**src/bgw_pkg.sv**
```systemverilog
// Shared types, constants and helpers for the bouncing-ball stepper.
`timescale 1ns / 1ps
`default_nettype none
package bgw_pkg;

  localparam int XY_W      = 32;  // position and velocity width
  localparam int STEP_FRAC = 16;  // fraction bits of time step and bounce factor
  localparam int DT_W      = 16;
  localparam int GRAV_W    = 31;
  localparam int BF_W      = 17;
  localparam int MAXB_W    = 8;
  localparam int WIN_W     = 12;
  localparam int RAD_W     = 10;
  localparam int TALLY_W   = 8;

  localparam int FRAC_BITS_DEF = 16;

  localparam int CFG_IDX_W  = 3;
  localparam int CFG_DATA_W = 31;

  // Shared multiplier operands: signed 33-bit A, unsigned 17-bit B.
  localparam int MUL_A_W = XY_W + 1;
  localparam int MUL_B_W = BF_W;

  // Stream word widths, padded to whole bytes.
  localparam int IN_BITS  = DT_W + 4 * XY_W;
  localparam int IN_W     = ((IN_BITS + 7) / 8) * 8;
  localparam int OUT_BITS = 4 * XY_W + TALLY_W + 1;
  localparam int OUT_W    = ((OUT_BITS + 7) / 8) * 8;

  localparam logic [GRAV_W-1:0] GRAV_RST = 31'd64225280;
  localparam logic [BF_W-1:0]   BF_RST   = 17'd52429;
  localparam logic [MAXB_W-1:0] MAXB_RST = 8'd3;
  localparam logic [WIN_W-1:0]  WIDTH_RST  = 12'd800;
  localparam logic [WIN_W-1:0]  HEIGHT_RST = 12'd600;
  localparam logic [RAD_W-1:0]  RAD_RST  = 10'd10;

  typedef enum logic [CFG_IDX_W-1:0] {
    CFG_GRAVITY = 3'd0,
    CFG_BOUNCE  = 3'd1,
    CFG_MAXB    = 3'd2,
    CFG_WIDTH   = 3'd3,
    CFG_HEIGHT  = 3'd4,
    CFG_RADIUS  = 3'd5
  } cfg_idx_e;

  typedef enum logic [3:0] {
    S_IDLE,
    S_GRAV,   // multiply gravity by dt
    S_VY,     // vy += g*dt, multiply vx by dt
    S_PX,     // px += vx*dt, multiply vy by dt
    S_PY,     // py += vy*dt
    S_CHKX,   // left/right wall test, multiply -vx by bounce factor
    S_BNCX,   // right wall velocity
    S_CHKY,   // floor/top test, multiply -vy by bounce factor
    S_BNCY,   // floor velocity
    S_TOPY,   // top wall velocity
    S_DONE
  } state_e;

  typedef struct packed {
    logic                       fire;
    logic signed [MUL_A_W-1:0]  a;
    logic        [MUL_B_W-1:0]  b;
  } mac_req_t;

  // Absolute value; the most negative value saturates to the largest positive one.
  function automatic logic signed [XY_W-1:0] abs_sat(input logic signed [XY_W-1:0] v);
    if (v == {1'b1, {(XY_W-1){1'b0}}}) begin
      abs_sat = {1'b0, {(XY_W-1){1'b1}}};
    end else if (v[XY_W-1]) begin
      abs_sat = -v;
    end else begin
      abs_sat = v;
    end
  endfunction

endpackage
`default_nettype wire

```
**src/bgw_mac.sv**
```systemverilog
// Shared multiply unit with registered product and a saturating floor-shift add.
`timescale 1ns / 1ps
`default_nettype none
module bgw_mac
  import bgw_pkg::*;
(
  input  wire logic                     clk_i,
  input  wire mac_req_t                 req_i,
  input  wire logic signed [XY_W-1:0]   addend_i,
  output logic signed [XY_W-1:0]        sum_o
);

  localparam int PROD_W = MUL_A_W + MUL_B_W + 1;
  localparam int SHR_W  = PROD_W - STEP_FRAC;
  localparam int SUM_W  = SHR_W + 1;

  logic signed [PROD_W-1:0] prod_q;
  logic signed [SHR_W-1:0]  shr;
  logic signed [SUM_W-1:0]  sum_w;
  logic        [SUM_W-XY_W:0] hi;

  always_ff @(posedge clk_i) begin
    if (req_i.fire) begin
      prod_q <= req_i.a * $signed({1'b0, req_i.b});
    end
  end

  // Dropping the low bits of a two's complement product rounds toward minus infinity.
  assign shr   = prod_q[PROD_W-1:STEP_FRAC];
  assign sum_w = {shr[SHR_W-1], shr} + {{(SUM_W-XY_W){addend_i[XY_W-1]}}, addend_i};
  assign hi    = sum_w[SUM_W-1:XY_W-1];

  always_comb begin
    if (&hi || ~|hi) begin
      sum_o = sum_w[XY_W-1:0];
    end else if (sum_w[SUM_W-1]) begin
      sum_o = {1'b1, {(XY_W-1){1'b0}}};
    end else begin
      sum_o = {1'b0, {(XY_W-1){1'b1}}};
    end
  end

endmodule
`default_nettype wire

```
**src/ball_gravity_wall_bounce_step.sv**
```systemverilog
// A tick word walks nine sequencer steps, five of which use the single shared multiplier, then
// S_DONE; a launch word goes straight to S_DONE. A new word is taken only once the last one has
// left S_DONE, which waits while the output register holds a word not yet taken.
// A finished word waits in the output register while the next input is taken.
// Reset clears position, velocity and bounce count to zero, loads the register
// defaults and leaves no result pending.
`timescale 1ns / 1ps
`default_nettype none
module ball_gravity_wall_bounce_step
  import bgw_pkg::*;
#(
  parameter int FRAC_BITS = FRAC_BITS_DEF
) (
  input  wire logic                  clk_i,
  input  wire logic                  rst_ni,
  // Configuration writes
  input  wire logic                  cfg_we_i,
  input  wire logic [CFG_IDX_W-1:0]  cfg_idx_i,
  input  wire logic [CFG_DATA_W-1:0] cfg_data_i,
  // Input stream
  input  wire logic                  s_axis_tvalid,
  output logic                       s_axis_tready,
  input  wire logic [IN_W-1:0]       s_axis_tdata,  // time_step, launch_x, launch_y, launch_vx, launch_vy
  input  wire logic                  s_axis_tuser,  // cmd
  // Output stream
  output logic                       m_axis_tvalid,
  input  wire logic                  m_axis_tready,
  output logic [OUT_W-1:0]           m_axis_tdata   // out_x, out_y, out_vx, out_vy, floor_bounces,
                                                    // bounces_exhausted, zero pad
);

  // Wide signed width for wall positions; holds window << FRAC_BITS and a 32-bit position.
  localparam int CW = (FRAC_BITS + WIN_W + 2 > XY_W + 2) ? FRAC_BITS + WIN_W + 2 : XY_W + 2;

  state_e state_q, state_d;

  logic [GRAV_W-1:0]  grav_q;
  logic [BF_W-1:0]    bf_q;
  logic [MAXB_W-1:0]  maxb_q;
  logic [WIN_W-1:0]   width_q;
  logic [WIN_W-1:0]   height_q;
  logic [RAD_W-1:0]   rad_q;

  logic signed [XY_W-1:0] px_q, py_q, vx_q, vy_q;
  logic [TALLY_W-1:0]     tally_q;
  logic [DT_W-1:0]        dt_q;
  logic                   rx_q, fy_q, ty_q;
  logic                   m_valid_q;
  logic [OUT_W-1:0]       out_q;

  mac_req_t               mac_req;
  logic signed [XY_W-1:0] mac_addend;
  logic signed [XY_W-1:0] mac_sum;

  logic signed [CW-1:0]   r_w, w_w, h_w, wr_w, hr_w, px_w, py_w;
  logic                   hit_left, hit_right, hit_floor, hit_top;
  logic signed [XY_W-1:0] vx1;
  logic signed [MUL_A_W-1:0] vx1_ext, vy_ext, vx_ext;
  logic                   in_acc, out_load;

  function automatic logic signed [XY_W-1:0] sat_w(input logic signed [CW-1:0] v);
    logic [CW-XY_W:0] hi;
    hi = v[CW-1:XY_W-1];
    if (&hi || ~|hi) begin
      sat_w = v[XY_W-1:0];
    end else if (v[CW-1]) begin
      sat_w = {1'b1, {(XY_W-1){1'b0}}};
    end else begin
      sat_w = {1'b0, {(XY_W-1){1'b1}}};
    end
  endfunction

  assign s_axis_tready = (state_q == S_IDLE);
  assign in_acc        = s_axis_tvalid && s_axis_tready;
  assign out_load      = (state_q == S_DONE) && (!m_valid_q || m_axis_tready);
  assign m_axis_tvalid = m_valid_q;
  assign m_axis_tdata  = out_q;

  // Wall geometry in the position format.
  assign r_w  = $signed({{(CW-RAD_W-FRAC_BITS){1'b0}}, rad_q, {FRAC_BITS{1'b0}}});
  assign w_w  = $signed({{(CW-WIN_W-FRAC_BITS){1'b0}}, width_q, {FRAC_BITS{1'b0}}});
  assign h_w  = $signed({{(CW-WIN_W-FRAC_BITS){1'b0}}, height_q, {FRAC_BITS{1'b0}}});
  assign wr_w = w_w - r_w;
  assign hr_w = h_w - r_w;
  assign px_w = {{(CW-XY_W){px_q[XY_W-1]}}, px_q};
  assign py_w = {{(CW-XY_W){py_q[XY_W-1]}}, py_q};

  assign hit_left  = px_w < r_w;
  assign hit_right = px_w > wr_w;
  assign hit_floor = py_w > hr_w;
  assign hit_top   = py_w < r_w;

  // The right wall acts on the velocity already reflected by the left wall.
  assign vx1     = hit_left ? abs_sat(vx_q) : vx_q;
  assign vx1_ext = {vx1[XY_W-1], vx1};
  assign vy_ext  = {vy_q[XY_W-1], vy_q};
  assign vx_ext  = {vx_q[XY_W-1], vx_q};

  // Operand selection for the shared multiplier.
  always_comb begin
    mac_req    = '0;
    mac_addend = '0;
    unique case (state_q)
      S_GRAV: begin
        mac_req.fire = 1'b1;
        mac_req.a    = $signed({2'b00, grav_q});
        mac_req.b    = {1'b0, dt_q};
      end
      S_VY: begin
        mac_req.fire = 1'b1;
        mac_req.a    = vx_ext;
        mac_req.b    = {1'b0, dt_q};
        mac_addend   = vy_q;
      end
      S_PX: begin
        mac_req.fire = 1'b1;
        mac_req.a    = vy_ext;
        mac_req.b    = {1'b0, dt_q};
        mac_addend   = px_q;
      end
      S_PY: begin
        mac_addend = py_q;
      end
      S_CHKX: begin
        mac_req.fire = 1'b1;
        mac_req.a    = -vx1_ext;
        mac_req.b    = bf_q;
      end
      S_CHKY: begin
        mac_req.fire = 1'b1;
        mac_req.a    = -vy_ext;
        mac_req.b    = bf_q;
      end
      default: begin
        mac_req    = '0;
        mac_addend = '0;
      end
    endcase
  end

  bgw_mac u_mac (
    .clk_i    (clk_i),
    .req_i    (mac_req),
    .addend_i (mac_addend),
    .sum_o    (mac_sum)
  );

  always_comb begin
    state_d = state_q;
    unique case (state_q)
      S_IDLE: begin
        if (in_acc) begin
          state_d = s_axis_tuser ? S_DONE : S_GRAV;
        end
      end
      S_GRAV: state_d = S_VY;
      S_VY:   state_d = S_PX;
      S_PX:   state_d = S_PY;
      S_PY:   state_d = S_CHKX;
      S_CHKX: state_d = S_BNCX;
      S_BNCX: state_d = S_CHKY;
      S_CHKY: state_d = S_BNCY;
      S_BNCY: state_d = S_TOPY;
      S_TOPY: state_d = S_DONE;
      S_DONE: begin
        if (out_load) begin
          state_d = S_IDLE;
        end
      end
      default: state_d = S_IDLE;
    endcase
  end

  always_ff @(posedge clk_i or negedge rst_ni) begin
    if (!rst_ni) begin
      state_q <= S_IDLE;
    end else begin
      state_q <= state_d;
    end
  end

  always_ff @(posedge clk_i or negedge rst_ni) begin
    if (!rst_ni) begin
      grav_q   <= GRAV_RST;
      bf_q     <= BF_RST;
      maxb_q   <= MAXB_RST;
      width_q  <= WIDTH_RST;
      height_q <= HEIGHT_RST;
      rad_q    <= RAD_RST;
    end else if (cfg_we_i) begin
      unique case (cfg_idx_e'(cfg_idx_i))
        CFG_GRAVITY: grav_q   <= cfg_data_i[GRAV_W-1:0];
        CFG_BOUNCE:  bf_q     <= cfg_data_i[BF_W-1:0];
        CFG_MAXB:    maxb_q   <= cfg_data_i[MAXB_W-1:0];
        CFG_WIDTH:   width_q  <= cfg_data_i[WIN_W-1:0];
        CFG_HEIGHT:  height_q <= cfg_data_i[WIN_W-1:0];
        CFG_RADIUS:  rad_q    <= cfg_data_i[RAD_W-1:0];
        default:     grav_q   <= grav_q;
      endcase
    end
  end

  // Ball state.
  always_ff @(posedge clk_i or negedge rst_ni) begin
    if (!rst_ni) begin
      px_q    <= '0;
      py_q    <= '0;
      vx_q    <= '0;
      vy_q    <= '0;
      tally_q <= '0;
    end else begin
      unique case (state_q)
        S_IDLE: begin
          if (in_acc && s_axis_tuser) begin
            px_q    <= s_axis_tdata[DT_W +: XY_W];
            py_q    <= s_axis_tdata[DT_W + XY_W +: XY_W];
            vx_q    <= s_axis_tdata[DT_W + 2*XY_W +: XY_W];
            vy_q    <= s_axis_tdata[DT_W + 3*XY_W +: XY_W];
            tally_q <= '0;
          end
        end
        S_VY: vy_q <= mac_sum;
        S_PX: px_q <= mac_sum;
        S_PY: py_q <= mac_sum;
        S_CHKX: begin
          vx_q <= vx1;
          if (hit_right) begin
            px_q <= sat_w(wr_w);
          end else if (hit_left) begin
            px_q <= sat_w(r_w);
          end
        end
        S_BNCX: begin
          if (rx_q) begin
            vx_q <= mac_sum;
          end
        end
        S_CHKY: begin
          if (hit_top) begin
            py_q <= sat_w(r_w);
          end else if (hit_floor) begin
            py_q <= sat_w(hr_w);
          end
          if (hit_floor && !(&tally_q)) begin
            tally_q <= tally_q + 1'b1;
          end
        end
        S_BNCY: begin
          if (fy_q) begin
            vy_q <= mac_sum;
          end
        end
        S_TOPY: begin
          if (ty_q) begin
            vy_q <= abs_sat(vy_q);
          end
        end
        default: tally_q <= tally_q;
      endcase
    end
  end

  // Step operands and wall flags carried between sequencer steps, and the output word.
  always_ff @(posedge clk_i) begin
    if (in_acc) begin
      dt_q <= s_axis_tdata[DT_W-1:0];
    end
    if (state_q == S_CHKX) begin
      rx_q <= hit_right;
    end
    if (state_q == S_CHKY) begin
      fy_q <= hit_floor;
      ty_q <= hit_top;
    end
    if (out_load) begin
      out_q <= {{(OUT_W-OUT_BITS){1'b0}}, (tally_q >= maxb_q), tally_q,
                vy_q, vx_q, py_q, px_q};
    end
  end

  always_ff @(posedge clk_i or negedge rst_ni) begin
    if (!rst_ni) begin
      m_valid_q <= 1'b0;
    end else if (out_load) begin
      m_valid_q <= 1'b1;
    end else if (m_axis_tready) begin
      m_valid_q <= 1'b0;
    end
  end

`ifndef SYNTHESIS
  a_tick_starts: assert property (@(posedge clk_i) disable iff (!rst_ni)
    (s_axis_tvalid && s_axis_tready && !s_axis_tuser) |=> (state_q == S_GRAV))
    else $error("accepted tick word did not start the sequencer");

  a_launch_clears: assert property (@(posedge clk_i) disable iff (!rst_ni)
    (s_axis_tvalid && s_axis_tready && s_axis_tuser) |=> (state_q == S_DONE && tally_q == '0))
    else $error("launch word did not clear the bounce count");

  a_tally_grows: assert property (@(posedge clk_i) disable iff (!rst_ni)
    !(s_axis_tvalid && s_axis_tready && s_axis_tuser) |=> (tally_q >= $past(tally_q)))
    else $error("bounce count dropped without a launch");

  a_result_source: assert property (@(posedge clk_i) disable iff (!rst_ni)
    $rose(m_valid_q) |-> $past(state_q == S_DONE))
    else $error("result word appeared outside the final step");

  a_exhausted_flag: assert property (@(posedge clk_i) disable iff (!rst_ni)
    m_valid_q |-> (out_q[4*XY_W + TALLY_W] == (out_q[4*XY_W +: TALLY_W] >= maxb_q)))
    else $error("exhausted flag disagrees with the bounce count");
`endif

endmodule
`default_nettype wire
```
**config.mk**
```make
export PLATFORM = sky130hd
export DESIGN_NAME = ball_gravity_wall_bounce_step
export DESIGN_NICKNAME = d
export VERILOG_FILES = /design/src/bgw_pkg.sv /design/src/bgw_mac.sv /design/src/ball_gravity_wall_bounce_step.sv
export SDC_FILE = /design/constraint.sdc
export NUM_CORES = 2
export LEC_CHECK = 0
export BUFFER_PORTS_ARGS = -buffer_cell sky130_fd_sc_hd__buf_2
export CAP_MARGIN = 20
export CORE_ASPECT_RATIO = 1.4
export CORE_MARGIN = 2
export CORE_UTILIZATION = 28
export CTS_BUF_LIST = sky130_fd_sc_hd__clkbuf_16
export DETAILED_ROUTE_END_ITERATION = 10
export PLACE_DENSITY = 0.5
export SETUP_SLACK_MARGIN = 0.02
export SYNTH_ARGS = -nofsm -noshare
export SYNTH_HDL_FRONTEND = slang
export SYNTH_SLANG_ARGS = --single-unit
```
**constraint.sdc**
```tcl
create_clock -name clk_i -period 11.6 [get_ports clk_i]
set_input_delay 1.74 -clock clk_i [delete_from_list [all_inputs] [get_ports clk_i]]
set_output_delay 1.74 -clock clk_i [all_outputs]
set_load 0.05 [all_outputs]
```
==> impl_summary.txt <==
----------------------------------------------------
[Status]
  Result of the run ... complete, no violations

[Cells and area]
  Post-route standard cell area excluding fillers ... 53400 sq um
  Synth-to-layout area growth ... 14.1%
  Most common cell after layout, fill and taps aside ... sky130_fd_sc_hd__inv_1
  Fraction of final layout cells with drive strength greater than 1 ... around 16%
  Leading cell types in the layout, fill and taps excluded ... 706 x sky130_fd_sc_hd__inv_1, 587 x sky130_fd_sc_hd__nand2_1, 537 x sky130_fd_sc_hd__fa_1
  Net count of the finished layout ... between 6000 and 7000

[Drt]
  Vias after detailed routing ... 42537
  DR iter-0 viols ... 3601
  DRC Markers ... 0
  Initial DRT Pass Iterations ... 6
  Routed wire per std cell ... slightly below 30 microns
  Post-DR vias/cell ... approximately 5.6
  Routed Antenna Nets ... 0
  DRT Wirelength ... 226000 microns

[Logic synthesis]
  Netlist area before placement ... between 40000 and 50000 sq um
  Sequential fraction of the synthesis area ... about a quarter
  Async set or reset register ratio after synthesis ... between 50% and 60%
  Most instantiated flip-flop cell in the synthesis netlist ... sky130_fd_sc_hd__dfrtp_1
  Ys Warns ... 0
  Number of instances in the synthesized netlist ... 5196
  Number of flops mapped to enable cells by yosys ... ~190
  Average cell area after synthesis ... 9.01 sq um
  Distinct cells, synth ... between 90 and 100
  Synthesized flop and latch total ... 422

[Placement]
  Count of input and output buffers ... 322
  Placer's final routability congestion estimate ... a little under 1
  Instance area after placement ... roughly 52000 sq um
  Sum of net half-perimeters after detailed placement ... between 150000 and 200000 microns

[Worst setup path]
  Register-to-register setup slack ... about 630 ps
  Cell at the slowest stage of the critical path ... sky130_fd_sc_hd__a2111oi_1
  Arr. time, crit path ... 11320 ps
  Launching element type of the critical path ... flip-flop
  Worst r2r dst ... u_mac.prod_q[47]
  Reg-to-reg critical path startpoint ... rad_q[1]
  Endpoint class of the critical path ... flip-flop
  Most prevalent standard cell on the critical path ... sky130_fd_sc_hd__fa_1
  Crit Path Class ... reg -> reg
  CP Launch Point ... rad_q[1]
  Worst setup path endpoint ... u_mac.prod_q[47]
  Critical-path maximum fanout ... 7
  Number of cells on the worst reg-to-reg path ... 35
  Crit path required time ... around 12000 ps
  Delay of the slowest cell on the worst path ... 710 ps

[GRT]
  GRT Overall Usage ... a little over a quarter
  Initial antenna violation count ... 17
  Via count of the first global-routing pass ... about 43000
  Met1 global-route usage ... 30.9%
  Highest-utilization routing layer at the global route stage ... met2
  Pin count of the biggest net entering global routing ... approximately 140
  M2 GR Usage ... a little over two fifths
  Wire length of the first global-routing pass ... 318000 microns
  Total gr overflow ... 0
  Met3 global-route usage ... ~3.3%

[Die]
  Number of standard-cell rows in the floorplan ... approximately 180
  Area of the core ... roughly 170000 sq um
  Die height ... between 400 and 500 microns
  Num ports ... 330
  Chip width ... approximately 350 microns
  Initial core utilization ... between 20% and 30%
  Total die area ... between 150000 and 200000 sq um

[Clock network]
  Count of buffers added by post-CTS timing repair for setup ... 0
  Clock network latency to the later pin of the worst-skew pair ... roughly 640 ps
  Clock buffers created by TritonCTS ... 46
  Resized cells post-CTS ... 0
  Root buffer cell ... sky130_fd_sc_hd__clkbuf_16
  Total number of clock tree sinks ... around 420
  Number of buffers on the longest clock path ... 3
  TritonCTS clock tree ... done
  Post-cts hold buffer count ... 0
  Post-CTS clock slew at the launch and capture registers of the worst setup and hold paths ... approximately 60 ps
  Number of H-tree branching levels ... 2

[Timing]
  Final Hold Fails ... 0
  RSZ-0062 raised after global routing ... false
  Highest clock frequency the design can meet ... ~91 MHz
  Relative slew slack ... roughly 17%
  Final Skew ... approximately 28 ps
  Minimum clock period after layout ... about 11000 ps
  Sum of negative setup slack ... 0 ps
  Tcrit/Tclk final ... around 95%
  Number of failing setup endpoints in the final timing report ... 0
  Final Max Tran Viols ... 0
  Worst Tran Pin Value ... approximately 1200 ps

[Flow run]
  Number of violations of the max-capacitance limit ... 0

[Worst hold path]
  Worst hold path class ... reg -> reg

----------------------------------------------------
[state kept, by name, indices dropped and copies added (netlist names)]
name,count
m_axis_tvalid,1
rx_q,1
fy_q,1
vx_q,32
state_q,4
width_q,12
px_q,32
tally_q,8
u_mac.prod_q,35
grav_q,31
maxb_q,8
m_axis_tdata,137
height_q,12
dt_q,16
rad_q,10
vy_q,32
ty_q,1
py_q,32
bf_q,17
[how the worst min path moves through the flow]
stage               start                to  slack (ps)  cells past startpoint
2_1_floorplan     vx_q[9]  m_axis_tdata[73]         420                      0
4_1_cts        width_q[0]        width_q[0]         510                      1
6_report         rad_q[8]          rad_q[8]         500                      1
5_1_grt        width_q[0]        width_q[0]         530                      1
3_5_place_dp   width_q[0]        width_q[0]         490                      1
3_3_place_gp     rad_q[2]          rad_q[2]         490                      1
[cells by family (layout without fill, tap and decap cells)]
logic type | count (synthesis) | count (layout) | share of synthesized area, %
DFF | 422 | 422 | 24.7
adders and majority gates | 772 | 772 | 29.3
other | 1 | 10 | 0.00801
and+or+nand+nor | 1576 | 1576 | 15.4
AOI/OAI and AO/OA | 1130 | 1130 | 16.4
buffers and inverters | 1017 | 1323 | 8.34
xor gates and xnor gates | 135 | 135 | 2.53
muxes | 143 | 143 | 3.37
[cell usage after synthesis (34+ instances only)]
cell	number	area, sq um
sky130_fd_sc_hd__inv_1	701	2630
sky130_fd_sc_hd__nand2_1	587	2200
sky130_fd_sc_hd__fa_1	537	10800
sky130_fd_sc_hd__nor2_1	401	1510
sky130_fd_sc_hd__clkbuf_1	264	991
sky130_fd_sc_hd__o21ai_0	240	1200
sky130_fd_sc_hd__ha_1	235	2940
sky130_fd_sc_hd__a21oi_1	212	1060
sky130_fd_sc_hd__dfrtp_1	205	5130
sky130_fd_sc_hd__edfxtp_1	191	5740
sky130_fd_sc_hd__nand3_1	123	616
sky130_fd_sc_hd__mux2_2	116	1310
sky130_fd_sc_hd__nor3_1	115	576
sky130_fd_sc_hd__a22oi_1	96	721
sky130_fd_sc_hd__xnor2_1	85	744
sky130_fd_sc_hd__o211ai_1	79	593
sky130_fd_sc_hd__and2_1	72	450
sky130_fd_sc_hd__a211oi_1	57	428
sky130_fd_sc_hd__and3_1	56	350
sky130_fd_sc_hd__xor2_1	50	438
sky130_fd_sc_hd__a21o_1	48	360
sky130_fd_sc_hd__a31oi_1	48	300
sky130_fd_sc_hd__nor4_1	46	288
sky130_fd_sc_hd__o221ai_1	38	333
sky130_fd_sc_hd__a221oi_1	36	315
sky130_fd_sc_hd__nand4_1	34	213
[stage by stage]
stage / setup slack [ps] / util, % / hold slack, ps / std cells
final: 625 / 32.1 / 505 / 7659
after global routing: 214 / 32.1 / 531 / 7659
after CTS: 683 / 32.1 / 510 / 7654
after detailed placement: 705 / 31.2 / 495 / 7569
after global placement: 838 / 31.1 / 488 / 7565
after floorplan: 1630 / - / 420 / 5202
[critical path: cells and delay by family (launching register included)]
family                   cells  cell delay (ps)
AO/OA/AOI/OAI               11             3950
XOR/XNOR                     2              280
adder cells (fa/ha/maj)      8             3720
buffers and inverters        9             1210
flip-flops                   1              560
AND/OR/NAND/NOR              5              960
[per-layer routing]
metal,vias up,share of wire (%)
li1,18280,-
met1,21649,38
met2,2050,47
met3,552,6.5
met4,6,8.6
met5,-,0.013
[cell type report]
cell class	instances	area, sq um
Sequential cell	422	11600
Fill cell	17568	113000
Inverter	702	2640
Clock buffer	46	1150
Tap cell	2148	2690
Timing Repair Buffer	536	3250
Multi-Input combinational cell	3763	31600
Clock inverter	39	455
Antenna cell	3	7.51
Power is not shown: default switching activity piles up to over one toggle a cycle in this logic, so the estimate is an artifact.
